===== config.mk =====
export PLATFORM = sky130hd
export DESIGN_NAME = vsync_period_lock_frame_clock
export DESIGN_NICKNAME = d
export VERILOG_FILES = /design/src/rtl/core/vplfc_pkg.sv /design/src/rtl/core/vsync_period_lock_frame_clock.sv /design/src/rtl/core/vplfc_div.sv /design/src/rtl/core/vplfc_dp.sv /design/src/rtl/core/vplfc_ctrl.sv
export SDC_FILE = /design/constraint.sdc
export NUM_CORES = 1
export LEC_CHECK = 0
export ABC_AREA = 1
export BUFFER_PORTS_ARGS = -buffer_cell sky130_fd_sc_hd__buf_2
export CORE_MARGIN = 2
export CORE_UTILIZATION = 47
export CTS_CLUSTER_DIAMETER = 150
export DETAILED_ROUTE_END_ITERATION = 7
export PLACE_DENSITY = 0.63
export RECOVER_POWER = 50
export SLEW_MARGIN = 15
export SYNTH_ARGS = -nofsm -noshare
export SYNTH_HDL_FRONTEND = slang
export SYNTH_HIERARCHICAL = 1
export SYNTH_SLANG_ARGS = --single-unit

===== constraint.sdc =====
create_clock -name clk -period 14.4 [get_ports clk]
set_input_delay 2.16 -clock clk [delete_from_list [all_inputs] [get_ports clk]]
set_output_delay 2.16 -clock clk [all_outputs]
set_load 0.03 [all_outputs]

===== src/rtl/core/vplfc_pkg.sv =====
// ----------------------------------------------------------------------------
// vplfc_pkg
// Shared widths, codes and control types of the vsync period lock frame clock.
// ----------------------------------------------------------------------------
package vplfc_pkg;

	// Field and state widths
	localparam int TIME_W   = 32;                 // millisecond counter
	localparam int FRAC_W   = 8;                  // fraction bits of fixed point values
	localparam int PER_W    = 24;                 // locked period
	localparam int ANIM_W   = 48;                 // animation clock
	localparam int CNT_W    = 17;                 // run counter
	localparam int BOUND_W  = 10;                 // interval bounds
	localparam int REQ_W    = 16;                 // required count
	localparam int FUNC_W   = 2;

	// Shared divider: dividend is a time scaled by the fraction bits
	localparam int DIVD_W   = TIME_W + FRAC_W;
	localparam int DIVR_W   = PER_W;
	localparam int DCNT_W   = $clog2(DIVD_W + 1);

	// Configuration port
	localparam int CFG_IDX_W  = 2;
	localparam int CFG_DATA_W = 16;

	// Stream payloads
	localparam int IN_DATA_W   = TIME_W;
	localparam int OUT_FIELD_W = 1 + PER_W + ANIM_W + ANIM_W;
	localparam int OUT_DATA_W  = ((OUT_FIELD_W + 7) / 8) * 8;

	// Register reset values
	localparam logic [BOUND_W-1:0] LOWER_RST = BOUND_W'(15);
	localparam logic [BOUND_W-1:0] UPPER_RST = BOUND_W'(18);
	localparam logic [REQ_W-1:0]   REQ_RST   = REQ_W'(100);

	// Register indexes
	typedef enum logic [CFG_IDX_W-1:0] {
		REG_LOWER_BOUND = 2'd0,
		REG_UPPER_BOUND = 2'd1,
		REG_REQ_COUNT   = 2'd2,
		REG_UNUSED      = 2'd3
	} vplfc_reg_t;

	// Event kinds
	typedef enum logic [FUNC_W-1:0] {
		FUNC_SWAP    = 2'd0,
		FUNC_ADVANCE = 2'd1,
		FUNC_START   = 2'd2,
		FUNC_NONE    = 2'd3
	} vplfc_func_t;

	// Controller states
	typedef enum logic [1:0] {
		ST_IDLE,
		ST_EVAL,
		ST_DIV,
		ST_OUT
	} vplfc_state_t;

	// Controller to datapath
	typedef struct packed {
		logic accept;     // latch the input transfer
		logic div_start;  // launch the shared divider
		logic commit;     // update the clock state
		logic load_out;   // load the output register
	} vplfc_cmd_t;

	// Datapath to controller
	typedef struct packed {
		logic need_div;   // this event needs a quotient
		logic div_done;   // divider result ready
		logic out_free;   // output register can take a result
	} vplfc_sts_t;

endpackage


===== src/rtl/core/vsync_period_lock_frame_clock.sv =====
// ----------------------------------------------------------------------------
// vsync_period_lock_frame_clock
// Frame clock that locks onto a stable display swap period.
// ----------------------------------------------------------------------------
// Events (swap, advance, start) carry a free-running millisecond count and
// are handled one at a time; each gives exactly one result. An event goes
// from input transfer through evaluation to a loaded result, and through a
// divide when a quotient is needed (a swap that latches a new period, or an
// advance that snaps forward to the next period multiple): the shared
// restoring divider produces one of its 40 quotient bits per cycle. A new
// event is taken the cycle after its predecessor's result is loaded, so no
// event is taken before the last one is through. That result may still wait
// in the output register; a following event then holds in its last step
// until the result side takes it. Times and periods are fixed point with 8
// fraction bits. Registers may be written whenever the block is idle.
// ----------------------------------------------------------------------------
module vsync_period_lock_frame_clock (
	input  logic                              clk,
	input  logic                              arst_n,
	// Events
	input  logic                              s_tvalid,
	output logic                              s_tready,
	input  logic [vplfc_pkg::IN_DATA_W-1:0]   s_tdata,   // [31:0] now_ms
	input  logic [vplfc_pkg::FUNC_W-1:0]      s_tuser,   // [1:0] func
	// Results
	output logic                              m_tvalid,
	input  logic                              m_tready,
	output logic [vplfc_pkg::OUT_DATA_W-1:0]  m_tdata,   // [0] period_found,
	                                                     // [24:1] stable_period,
	                                                     // [72:25] animation_time,
	                                                     // [120:73] reported_time
	// Register writes
	input  logic                              cfg_valid,
	output logic                              cfg_ready,
	input  logic [vplfc_pkg::CFG_IDX_W-1:0]   cfg_index,
	input  logic [vplfc_pkg::CFG_DATA_W-1:0]  cfg_data
);
	import vplfc_pkg::*;

	vplfc_cmd_t cmd;
	vplfc_sts_t sts;

	assign cfg_ready = 1'b1;

	vplfc_ctrl u_ctrl (
		.clk      (clk),
		.arst_n   (arst_n),
		.s_tvalid (s_tvalid),
		.s_tready (s_tready),
		.sts      (sts),
		.cmd      (cmd)
	);

	vplfc_dp u_dp (
		.clk       (clk),
		.arst_n    (arst_n),
		.cmd       (cmd),
		.sts       (sts),
		.s_tdata   (s_tdata),
		.s_tuser   (s_tuser),
		.cfg_valid (cfg_valid),
		.cfg_index (cfg_index),
		.cfg_data  (cfg_data),
		.m_tvalid  (m_tvalid),
		.m_tready  (m_tready),
		.m_tdata   (m_tdata)
	);

	// One event in flight: no transfer in the cycle after one
	a_one_in_flight: assert property (@(posedge clk) disable iff (!arst_n)
		(s_tvalid && s_tready) |=> !s_tready)
		else $error("input taken while an event is in flight");

	// A finished quotient is always consumed by a state update
	a_div_commit: assert property (@(posedge clk) disable iff (!arst_n)
		sts.div_done |-> cmd.commit)
		else $error("divider result not committed");

	// A pending result is never overwritten
	a_no_overwrite: assert property (@(posedge clk) disable iff (!arst_n)
		cmd.load_out |-> (!m_tvalid || m_tready))
		else $error("output register overwritten");

	// The divider is launched only right after an event is captured
	a_div_after_eval: assert property (@(posedge clk) disable iff (!arst_n)
		cmd.div_start |-> $past(cmd.accept))
		else $error("divider started out of sequence");

endmodule


===== src/rtl/core/vplfc_div.sv =====
// ----------------------------------------------------------------------------
// vplfc_div
// Restoring divider, one quotient bit per cycle, unsigned.
// ----------------------------------------------------------------------------
module vplfc_div (
	input  logic                          clk,
	input  logic                          arst_n,
	input  logic                          start,
	input  logic [vplfc_pkg::DIVD_W-1:0] dividend,
	input  logic [vplfc_pkg::DIVR_W-1:0] divisor,
	output logic [vplfc_pkg::DIVD_W-1:0] quotient,
	output logic [vplfc_pkg::DIVR_W-1:0] remainder,
	output logic                          done
);
	import vplfc_pkg::*;

	logic                busy_q;
	logic                done_q;
	logic [DCNT_W-1:0]   cnt_q;
	logic [DIVD_W-1:0]   quo_q;
	logic [DIVR_W-1:0]   rem_q;
	logic [DIVR_W-1:0]   dvs_q;
	logic [DIVR_W:0]     trial;
	logic [DIVR_W:0]     diff;
	logic                take;

	// Trial subtract of the shifted partial remainder
	assign trial = {rem_q, quo_q[DIVD_W-1]};
	assign diff  = trial - {1'b0, dvs_q};
	assign take  = (trial >= {1'b0, dvs_q});

	// Control
	always_ff @(posedge clk or negedge arst_n) begin
		if (!arst_n) begin
			busy_q <= 1'b0;
			done_q <= 1'b0;
			cnt_q  <= '0;
		end else begin
			done_q <= 1'b0;
			if (start) begin
				busy_q <= 1'b1;
				cnt_q  <= '0;
			end else if (busy_q) begin
				cnt_q <= cnt_q + DCNT_W'(1);
				if (cnt_q == DCNT_W'(DIVD_W - 1)) begin
					busy_q <= 1'b0;
					done_q <= 1'b1;
				end
			end
		end
	end

	// Partial remainder and quotient shifter
	always_ff @(posedge clk) begin
		if (start) begin
			quo_q <= dividend;
			rem_q <= '0;
			dvs_q <= divisor;
		end else if (busy_q) begin
			quo_q <= {quo_q[DIVD_W-2:0], take};
			rem_q <= take ? diff[DIVR_W-1:0] : trial[DIVR_W-1:0];
		end
	end

	assign quotient  = quo_q;
	assign remainder = rem_q;
	assign done      = done_q;

endmodule


===== src/rtl/core/vplfc_dp.sv =====
// ----------------------------------------------------------------------------
// vplfc_dp
// Datapath: configuration, stabilizer and animation clock state, event
// evaluation, shared divider and output register.
// ----------------------------------------------------------------------------
module vplfc_dp (
	input  logic                              clk,
	input  logic                              arst_n,
	input  vplfc_pkg::vplfc_cmd_t             cmd,
	output vplfc_pkg::vplfc_sts_t             sts,
	input  logic [vplfc_pkg::IN_DATA_W-1:0]   s_tdata,
	input  logic [vplfc_pkg::FUNC_W-1:0]      s_tuser,
	input  logic                              cfg_valid,
	input  logic [vplfc_pkg::CFG_IDX_W-1:0]   cfg_index,
	input  logic [vplfc_pkg::CFG_DATA_W-1:0]  cfg_data,
	output logic                              m_tvalid,
	input  logic                              m_tready,
	output logic [vplfc_pkg::OUT_DATA_W-1:0]  m_tdata
);
	import vplfc_pkg::*;

	// Configuration
	logic [BOUND_W-1:0] lower_q;
	logic [BOUND_W-1:0] upper_q;
	logic [REQ_W-1:0]   req_q;

	// Latched event
	vplfc_func_t        func_q;
	logic [TIME_W-1:0]  now_q;

	// Clock state
	logic               listening_q;
	logic               running_q;
	logic [TIME_W-1:0]  stab_start_q;
	logic [TIME_W-1:0]  last_swap_q;
	logic [CNT_W-1:0]   run_count_q;
	logic [PER_W-1:0]   period_q;
	logic [TIME_W-1:0]  anim_start_q;
	logic [ANIM_W-1:0]  anim_time_q;
	logic               found_q;

	// Output register
	logic                  out_valid_q;
	logic [OUT_DATA_W-1:0] out_data_q;

	// Evaluation
	logic [TIME_W-1:0]  current;
	logic [TIME_W-1:0]  delta;
	logic               in_bounds;
	logic [CNT_W-1:0]   run_inc;
	logic               latch;
	logic [TIME_W-1:0]  wall_diff;
	logic [ANIM_W-1:0]  wall;
	logic [ANIM_W:0]    step_sum;
	logic [ANIM_W-1:0]  step_sat;
	logic [ANIM_W+1:0]  lag_sum;
	logic               has_period;
	logic               snap;
	logic [ANIM_W-1:0]  snap_val;
	logic [ANIM_W-1:0]  reported;

	// Divider
	logic [DIVD_W-1:0]  div_dividend;
	logic [DIVR_W-1:0]  div_divisor;
	logic [DIVD_W-1:0]  div_quo;
	logic [DIVR_W-1:0]  div_rem;
	logic               div_done;
	logic [PER_W-1:0]   quo_sat;

	// Register writes; index 3 is ignored
	always_ff @(posedge clk or negedge arst_n) begin
		if (!arst_n) begin
			lower_q <= LOWER_RST;
			upper_q <= UPPER_RST;
			req_q   <= REQ_RST;
		end else if (cfg_valid) begin
			case (vplfc_reg_t'(cfg_index))
				REG_LOWER_BOUND: lower_q <= cfg_data[BOUND_W-1:0];
				REG_UPPER_BOUND: upper_q <= cfg_data[BOUND_W-1:0];
				REG_REQ_COUNT:   req_q   <= cfg_data[REQ_W-1:0];
				default: ;
			endcase
		end
	end

	// Input capture
	always_ff @(posedge clk) begin
		if (cmd.accept) begin
			func_q <= vplfc_func_t'(s_tuser);
			now_q  <= s_tdata[TIME_W-1:0];
		end
	end

	// Swap interval check
	assign current   = now_q - stab_start_q;
	assign delta     = current - last_swap_q;
	assign in_bounds = (delta >= TIME_W'(lower_q)) && (delta <= TIME_W'(upper_q));
	assign run_inc   = run_count_q + CNT_W'(1);
	assign latch     = listening_q && in_bounds && (run_inc > CNT_W'(req_q));

	// Wall time since the last start, fixed point
	assign wall_diff = now_q - anim_start_q;
	assign wall      = ANIM_W'({wall_diff, {FRAC_W{1'b0}}});

	// Animation step with saturation
	assign has_period = (period_q != '0);
	assign step_sum   = {1'b0, anim_time_q} + (ANIM_W + 1)'(period_q);
	assign step_sat   = step_sum[ANIM_W] ? {ANIM_W{1'b1}} : step_sum[ANIM_W-1:0];

	// Lag test: stepped time plus one period behind wall time. A saturated
	// step can never lag, so the unsaturated sum gives the same answer.
	assign lag_sum  = {2'b0, anim_time_q} + (ANIM_W + 2)'({period_q, 1'b0});
	assign snap     = has_period && (lag_sum < {2'b0, wall});

	// Next period multiple above wall time: wall - (wall mod p) + p
	assign snap_val = wall - ANIM_W'(div_rem) + ANIM_W'(period_q);

	// Divider operands
	always_comb begin
		if (func_q == FUNC_SWAP) begin
			div_dividend = {current, {FRAC_W{1'b0}}};
			div_divisor  = DIVR_W'(run_inc);
		end else begin
			div_dividend = wall[DIVD_W-1:0];
			div_divisor  = period_q;
		end
	end

	vplfc_div u_div (
		.clk       (clk),
		.arst_n    (arst_n),
		.start     (cmd.div_start),
		.dividend  (div_dividend),
		.divisor   (div_divisor),
		.quotient  (div_quo),
		.remainder (div_rem),
		.done      (div_done)
	);

	assign quo_sat = (div_quo[DIVD_W-1:PER_W] != '0) ? {PER_W{1'b1}} : div_quo[PER_W-1:0];

	// State update
	always_ff @(posedge clk or negedge arst_n) begin
		if (!arst_n) begin
			listening_q  <= 1'b0;
			running_q    <= 1'b0;
			stab_start_q <= '0;
			last_swap_q  <= '0;
			run_count_q  <= '0;
			period_q     <= '0;
			anim_start_q <= '0;
			anim_time_q  <= '0;
			found_q      <= 1'b0;
		end else if (cmd.commit) begin
			found_q <= 1'b0;
			case (func_q)
				FUNC_SWAP: begin
					if (listening_q) begin
						if (!in_bounds) begin
							run_count_q  <= '0;
							stab_start_q <= now_q;
							last_swap_q  <= '0;
						end else if (latch) begin
							period_q     <= quo_sat;
							found_q      <= 1'b1;
							run_count_q  <= '0;
							stab_start_q <= now_q;
							last_swap_q  <= '0;
						end else begin
							run_count_q <= run_inc;
							last_swap_q <= current;
						end
					end
				end
				FUNC_ADVANCE: begin
					if (!has_period) begin
						anim_time_q <= wall;
					end else if (snap) begin
						anim_time_q <= snap_val;
					end else begin
						anim_time_q <= step_sat;
					end
				end
				FUNC_START: begin
					if (!listening_q) begin
						listening_q  <= 1'b1;
						run_count_q  <= '0;
						stab_start_q <= now_q;
						last_swap_q  <= '0;
					end
					running_q    <= 1'b1;
					anim_time_q  <= '0;
					anim_start_q <= now_q;
				end
				default: ;
			endcase
		end
	end

	// Elapsed query, taken after the state update
	assign reported = (!running_q || !has_period) ? wall : anim_time_q;

	// Output register
	always_ff @(posedge clk or negedge arst_n) begin
		if (!arst_n) begin
			out_valid_q <= 1'b0;
		end else if (cmd.load_out) begin
			out_valid_q <= 1'b1;
		end else if (m_tready) begin
			out_valid_q <= 1'b0;
		end
	end

	always_ff @(posedge clk) begin
		if (cmd.load_out) begin
			out_data_q <= OUT_DATA_W'({reported, anim_time_q, period_q, found_q});
		end
	end

	assign m_tvalid     = out_valid_q;
	assign m_tdata      = out_data_q;

	assign sts.need_div = ((func_q == FUNC_SWAP) && latch) ||
	                      ((func_q == FUNC_ADVANCE) && snap);
	assign sts.div_done = div_done;
	assign sts.out_free = !out_valid_q || m_tready;

endmodule


===== src/rtl/core/vplfc_ctrl.sv =====
// ----------------------------------------------------------------------------
// vplfc_ctrl
// Event sequencer: capture, evaluate, optional divide, deliver.
// ----------------------------------------------------------------------------
module vplfc_ctrl (
	input  logic                  clk,
	input  logic                  arst_n,
	input  logic                  s_tvalid,
	output logic                  s_tready,
	input  vplfc_pkg::vplfc_sts_t sts,
	output vplfc_pkg::vplfc_cmd_t cmd
);
	import vplfc_pkg::*;

	vplfc_state_t state_q;
	vplfc_state_t state_nxt;

	// State register
	always_ff @(posedge clk or negedge arst_n) begin
		if (!arst_n) begin
			state_q <= ST_IDLE;
		end else begin
			state_q <= state_nxt;
		end
	end

	// Next state
	always_comb begin
		state_nxt = state_q;
		case (state_q)
			ST_IDLE: if (s_tvalid) state_nxt = ST_EVAL;
			ST_EVAL: state_nxt = sts.need_div ? ST_DIV : ST_OUT;
			ST_DIV:  if (sts.div_done) state_nxt = ST_OUT;
			ST_OUT:  if (sts.out_free) state_nxt = ST_IDLE;
			default: state_nxt = ST_IDLE;
		endcase
	end

	// Outputs
	always_comb begin
		s_tready      = 1'b0;
		cmd           = '0;
		case (state_q)
			ST_IDLE: begin
				s_tready   = 1'b1;
				cmd.accept = s_tvalid;
			end
			ST_EVAL: begin
				cmd.div_start = sts.need_div;
				cmd.commit    = !sts.need_div;
			end
			ST_DIV: begin
				cmd.commit = sts.div_done;
			end
			ST_OUT: begin
				cmd.load_out = sts.out_free;
			end
			default: ;
		endcase
	end

endmodule


# Word level (Yosys, flattened, before mapping)
# Index checks and enable logic that the tools add are counted.
# classes
add_sub_neg	10
n_lt_le_gt_ge	5
eq_ne	14
n_mux	50
n_reduce_logical	31
# op_table
operator	count
32-bit 2-to-1 mux	8
40-bit 2-to-1 mux	4
48-bit 2-to-1 mux	3
32-bit one-hot mux with 2 select lines	2
48-bit one-hot mux with 2 select lines	1
32-bit subtractor	3
17-bit 2-to-1 mux	5
50-bit by 40-bit less-than comparator with 1-bit output	1
48-bit by 24-bit adder with 49-bit output	1
48-bit by 25-bit adder with 49-bit output	1
48-bit by 24-bit adder with 48-bit output	1
24-bit 2-to-1 mux	2
40-bit by 24-bit subtractor with 41-bit output	1
17-bit one-hot mux with 2 select lines	1
32-bit by 10-bit greater-or-equal comparator with 1-bit output	1
32-bit by 10-bit <= comparator with 1-bit output	1
25-bit by 24-bit greater-or-equal comparator with 1-bit output	1
24-bit nonzero test	1
24-bit subtractor	1
17-bit by 1-bit adder with 17-bit output (second input constant)	1
17-bit by 16-bit > comparator with 1-bit output	1
1-bit 2-to-1 mux	17
16-bit nonzero test	1
6-bit 2-to-1 mux	2
19 further kinds	49
# totals
regBits	477
in_bits	57
elab_cells	134

# Logic depth before layout (Yosys ltp)
# Gate-level depths: netlist (run 1).
# depth
depth_word	11
ltp_mapped	43

# Cells and area by module
# Netlist (run 1), hierarchy kept.
# by_module_without_submodules
module	n_inst	cells_each	area_per_inst_um2	seq_area_each_um2
vplfc_dp	1	4303	30610.6	10271.1
vplfc_div	1	802	5834.3	2602.5
vplfc_ctrl	1	38	245.2	50.0
vsync_period_lock_frame_clock	1	2	11.3	0.0

# Worst setup path before layout (run 1)
# OpenSTA, ideal clock, no wires.
# synth_path
path_type	reg2reg
startpoint	reg u_dp.now_q[0]
endpoint	reg u_dp.u_div.quo_q[0] (netlist: u_dp/u_div/quotient[0]), enable pin
t_arrival_ps	6562
path_slack_ps	7417
path_stages_with_launch	34
path_buffers	3
period_less_slack_ps	6983
cell_sequence	edfxtp_1 inv_1 ha_1 inv_1 fa_1 nand3_1 nand2_1 a31oi_1 xnor2_1 ha_1 a21o_1 o21bai_2 xor2_1 ha_1 nand2_1 nor2_1 nand4_1 nand3_1 a21oi_1 o21bai_1 nand4_1 nor2_1 nand3_1 nor2_1 nand4_1 nor3_4 buf_2 a22o_1 nand2_1 inv_1 clkbuf_1 nor2_1 inv_1 clkbuf_1
# synth_lines
item	line_no	rtl
from (decl)	vplfc_dp.sv:29	logic [TIME_W-1:0] now_q;
from (signal assigned)	vplfc_dp.sv:90	now_q <= s_tdata[TIME_W-1:0];
to (signal assigned)	vplfc_div.sv:56	quo_q <= dividend;
to (signal assigned)	vplfc_div.sv:60	quo_q <= {quo_q[DIVD_W-2:0], take};
to (decl)	vplfc_div.sv:20	logic [DIVD_W-1:0] quo_q;

==> impl_metrics.yaml, run 1 <==
status:
  status: "finished with violations"
  violations: "max-capacitance violations, max-slew violations"
global_routing:
  grt_pass1_wl_um: 189300
  grt_max_degree: 106
  gr-total-overflow: 0
  grt_pass1_vias: 32720
  track_usage_pct: 30.12
  antenna_found_initial: 4
drt:
  drtIter0Drc: 3092
  vias: 34710
  via_per_inst: 5.422
  totalWireLength_um: 123500
  dr.pass1.iters: 8
  wl_per_cell_um: 19.29
  antenna_left: 0
  route.detailed.drc: 0
worst_setup_path:
  critPathCaptureType: "async pin"
  path_max_fanout: 105
  cp-start-kind: "input pin"
  critical_path_required_ps: 15040
  arrival_ps: 8820
  worstSetupPathType: "in -> async"
place:
  dp_hpwl_um: 96650
  place_area_sq_mm: 0.03869
  dp.cells: 6294
  io_buffers: 179
  place_ws_ps: 6508
  gp_congestion: 0.9762
clock_network:
  cts_hold_buf: 0
  cts_tree: "built"
  cts_buffer_depth: 3
  cts_setup_buffers: 0
  numCtsBuffers: 54
  root_buffer: "clkbuf_16"
  h-tree-depth: 2
  cts.sinks: 477
  clock_latency_ps: 630
  clkTransAtPathRegs_ps: 60
  post_cts_resized: 0
sta:
  setup_viol_count_final: 0
  max_freq_mhz: 122.4
  fin_crit_sh_pct: 56.76
  drv_slew: 259
  finalHoldViolations: 0
  period_needed_ps: 8173
  whs_ps: 471.5
  grt_setup_unrepaired: "false"
  fin_worst_skew_ps: 23.31
  worst_pin_slew_ps: 6374
  setup_ws_ps: 6227
  tns_ps: 0
  relSlewSlack_pct: -324.9
finish:
  utilization_pct: 52.09
  fin_cells: 6402
  drive_gt1_share_pct: 5.527
  syn_to_final_growth_pct: 9.774
  final_common_cell: "nand2_1"
  nNetsFinal: 5654
  final_cell_mix: "1,489 x nand2_1, 770 x inv_1, 408 x nor2_1, 305 x a21oi_1, 288 x o21ai_0"
  design_area_sq_mm: 0.04029
floorplanning:
  coreArea_sq_mm: 0.07734
  die_h_um: 283.4
  rows: 102
  die_area_sq_mm: 0.08034
  ioPinCount: 188
  start_util_pct: 47.46
  die_w_um: 283.4
power_and_ir_drop:
  p_per_area_mw_per_mm2: 234.8
  finalPower_mw: 9.460
  p_sw_share_pct: 52.67
  combPwrFrac_pct: 64.1
  p_int_mw: 4.477
  vdd_ir_drop_max_uv: 145.2
  p_clk_share_pct: 15.2
  power.net_switching_mw: 4.983
  power.sequential.fraction_pct: 20.6
  p_leak_nw: 19.71
job:
  maxCapViolations: 4
yosys:
  async_flop_share_pct: 49.06
  synth_cell_types: 67
  synth_edf_count: 219
  synth.avg_cell_area_sq_um: 7.133
  synth-seq-cells: 477
  seq_area_frac_synth_pct: 35.21
  netlist_instances: 5145
  syn-cell-area_sq_mm: 0.03670
  yosysWarnings: 6
  ys.flop_type: "dfrtp_1"
min_path:
  holdCritPathClass: "reg -> reg"
## state kept, by name, summed over array words and instances, names as in the netlist, 16 cells and up
register	count
u_dp/u_div/remainder	24
u_dp/u_div/dvs_q	24
u_dp/anim_start_q	32
u_dp/stab_start_q	32
u_dp/req_q	16
u_dp/last_swap_q	32
u_dp/u_div/quotient	40
u_dp/period_q	24
u_dp/m_tdata	121
u_dp/now_q	32
u_dp/run_count_q	17
u_dp/anim_time_q	48
## cell families (layout without fill, tap and decap cells)
| kind of cell | Yosys count | after routing | share of synthesized area, % |
|---|---|---|---|
| buf+inv | 919 | 1116 | 9.835 |
| flops | 477 | 477 | 35.21 |
| xor+xnor | 192 | 192 | 4.582 |
| other cells | 2 | 22 | 0.02046 |
| compound gates | 771 | 771 | 11.30 |
| mux | 1 | 1 | 0.03068 |
| fa+ha+maj | 287 | 287 | 9.907 |
| simple gates | 2496 | 2496 | 29.11 |
## worst paths after layout
check                                              to  slack, ps                  from  cells past startpoint
worst max-delay path                  u_dp/upper_q[0]       6230                arst_n                      3
worst min-delay path             u_dp/stab_start_q[6]        470  u_dp/stab_start_q[6]                      2
worst max register to register    u_dp/anim_time_q[4]       6360         u_dp/now_q[0]                     41
worst min register to register   u_dp/stab_start_q[6]        470  u_dp/stab_start_q[6]                      2
max in group clk                  u_dp/anim_time_q[4]       6360         u_dp/now_q[0]                     41
min in group asynchronous       u_dp/anim_start_q[12]       3840                arst_n                      1
## synthesized netlist by cell type (all sizes together) (4+ instances only)
cell	number	area, sq um
a21boi	14	112.6
a21o	9	67.56
a21oi	308	1549
a31oi	10	62.56
and2	6	37.54
buf	55	366.6
clkbuf	75	281.5
clkinv	5	18.77
dfrtp	225	5630
dfstp	9	236.5
dfxtp	24	480.5
edfxtp	219	6576
fa	6	120.1
ha	281	3516
inv	784	2943
nand2	1523	5822
nand3	301	1589
nand3b	19	158.9
nand4	125	788.3
nor2	437	1738
nor3	41	254.0
nor4	29	200.2
o211ai	25	187.7
o21a	10	75.07
o21ai	359	1815
o21bai	17	131.4
o22ai	5	31.28
o31ai	4	30.03
or2	10	62.57
xnor2	69	604.3
xor2	123	1077
## worst max-delay path: stages
cell	delay (ps)
clkbuf_1	4280
buf_4	1240
buf_4	820
## power by group through the flow
stage	registers, mW	clock network [mW]	logic, mW
3_5_place_dp	1.97	0	5.97
3_3_place_gp	1.96	0	5.95
2_1_floorplan	2.09	0	4.10
4_1_cts	1.94	1.47	6.00
5_1_grt	1.98	1.52	6.71
6_report	1.95	1.44	6.07
## area by class of cell
type,instances,area (sq um)
Fill cell,7877,37050
Tap cell,1040,1301
Antenna cell,6,15.01
Inverter,789,2963
Multi-Input combinational cell,3763,20240
Sequential cell,477,12920
Clock inverter,32,359.1
Timing Repair Buffer,225,1005
Clock buffer,70,1483
## metal layers
metal  track usage (%)  wire, um
met1             41.87     55480
met2             48.15     54720
met3             3.199      7860
met4             11.98      5405
met5                 0        11
Note: power is estimated with default switching activity, not from simulation.
==> run 2, diff against run 1 <==
PLACE_DENSITY = 0.65   (was 0.63)
clock period = 7.4 ns   (was 14.4 ns; I/O delays follow)
==> run 2 against run 1 <==
Effect of this change: worst setup slack worse by 5400 ps; cell count up 0.30%; register-to-register slack got worse by 5500 ps; first-iteration DRC count decreased by 7.1%; worst hold slack worse by 4.9 ps; largest cell class unchanged; die area unchanged; the flow still finishes with violations (max-capacitance violations, max-slew violations); clock skew decreased by 5.0 ps; largest power group unchanged; cell area is 0.82% higher; via count rose by 0.19%; critical path depth rose by 28.
==> impl_metrics.yaml, run 2 (synthesis results as in run 1) <==
status:
  status: "finished with violations"
  violations: "max-capacitance violations, max-slew violations"
sta:
  fin_crit_sh_pct: 88.85
  grt_setup_unrepaired: "false"
  finalHoldViolations: 0
  period_needed_ps: 6575
  setup_viol_count_final: 0
  drv_slew: 351
  relSlewSlack_pct: -143.3
  max_freq_mhz: 152.1
  fin_worst_skew_ps: 18.34
  tns_ps: 0
  worst_pin_slew_ps: 3650
  whs_ps: 466.6
power_and_ir_drop:
  combPwrFrac_pct: 63.8
  p_per_area_mw_per_mm2: 459.7
  p_int_mw: 8.955
  p_sw_share_pct: 52.05
  p_clk_share_pct: 15.8
  vdd_ir_drop_max_uv: 244.4
  power.sequential.fraction_pct: 20.4
  p_leak_nw: 20.09
  power.net_switching_mw: 9.720
  finalPower_mw: 18.67
place:
  dp.cells: 6318
  place_area_sq_mm: 0.03886
  gp_congestion: 1.006
  dp_hpwl_um: 96810
  io_buffers: 179
worst_setup_path:
  arrival_ps: 7100
  critical_path_required_ps: 7920
  slowest_stage: "nand3_2"
  worstSetupPathType: "reg -> reg"
  slowest_delay_ps: 510
  path_max_fanout: 26
  cp-start-kind: "flop"
  critPathCaptureType: "flop"
global_routing:
  grt_max_degree: 76
  grt_pass1_vias: 33010
  track_usage_pct: 29.93
  grt_pass1_wl_um: 188500
  antenna_found_initial: 4
  gr-total-overflow: 0
drt:
  via_per_inst: 5.416
  dr.pass1.iters: 6
  drtIter0Drc: 2874
  wl_per_cell_um: 19.06
  vias: 34780
  totalWireLength_um: 122400
  antenna_left: 0
  route.detailed.drc: 0
floorplanning:
  rows: 102
  die_h_um: 283.4
  die_area_sq_mm: 0.08034
  coreArea_sq_mm: 0.07734
  ioPinCount: 188
  start_util_pct: 47.46
  die_w_um: 283.4
finish:
  drive_gt1_share_pct: 7.436
  syn_to_final_growth_pct: 10.68
  final_common_cell: "nand2_1"
  final_cell_mix: "1,489 x nand2_1, 770 x inv_1, 407 x nor2_1, 305 x a21oi_1, 288 x o21ai_0"
  nNetsFinal: 5678
  design_area_sq_mm: 0.04062
  largest_reg_flops: 121
  fin_cells: 6421
clock_network:
  cts_tree: "built"
  cts_setup_buffers: 0
  clkTransAtPathRegs_ps: 70
  cts_hold_buf: 0
  numCtsBuffers: 54
  cts_buffer_depth: 3
  root_buffer: "clkbuf_16"
  clock_latency_ps: 630
  post_cts_resized: 0
  h-tree-depth: 2
  cts.sinks: 477
job:
  maxCapViolations: 7
min_path:
  holdCritPathClass: "reg -> reg"
## run 2: cell count changes in the layout (fill, tap and decap cells not counted), moves of 3 or more
cell / delta
clkinv_8: -3
inv_6: +5
diode_2: -4
clkbuf_8: -5
bufinv_16: +5
buf_4: +18
clkbuf_1: -80
buf_2: +78
## run 2: layout make-up
type	instances	area [sq um]
fill	7867	36720
multi-input combinational	3763	20240
sequential	477	12920
inverter	789	2963
clock buffer	59	1391
tap	1040	1301
timing repair buffer	249	1262
clock inverter	42	538.0
antenna	2	5.005
## run 2: worst paths after layout
kind | start | end | slack (ps) | depth (start not counted)
max | u_dp/now_q[2] | u_dp/last_swap_q[31] | 830 | 31
min reg2reg | u_dp/stab_start_q[23] | u_dp/stab_start_q[23] | 470 | 2
max reg2reg | u_dp/now_q[2] | u_dp/last_swap_q[31] | 830 | 31
min in group asynchronous | arst_n | u_dp/stab_start_q[22] | 1730 | 1
max in group asynchronous | arst_n | u_dp/period_q[9] | 1460 | 2
min | u_dp/stab_start_q[23] | u_dp/stab_start_q[23] | 470 | 2
## run 2: worst max-delay path: cells and delay by family (launching register included)
kind	cells	cell delay, ps
flops	1	450
compound gates	14	2960
fa+ha+maj	2	710
simple gates	9	1300
xor+xnor	1	390
buf+inv	5	650
## run 2: stage by stage
step / utilization, % / setup slack (ps)
floorplan: - / 417.2
global placement: 50.25 / 864.3
detailed placement: 50.25 / 874.6
CTS: 52.74 / 844.0
global route: 52.52 / 203.6
finish: 52.52 / 825.2
## run 2: routing by layer
layer	up-vias	wire, um	track usage (%)
li1	17100	-	-
met1	16190	54260	41.55
met2	1276	55050	48.50
met3	208	8771	3.585
met4	2	4301	9.974
met5	-	10	0
## run 2: power by group through the flow
stage	Sequential (mW)	Combinational (mW)	Clock [mW]
floorplan	4.07	7.98	0
global placement	3.83	11.7	0
detailed placement	3.84	11.7	0
CTS	3.79	11.8	2.99
global route	3.86	13.2	3.09
finish	3.81	11.9	2.95
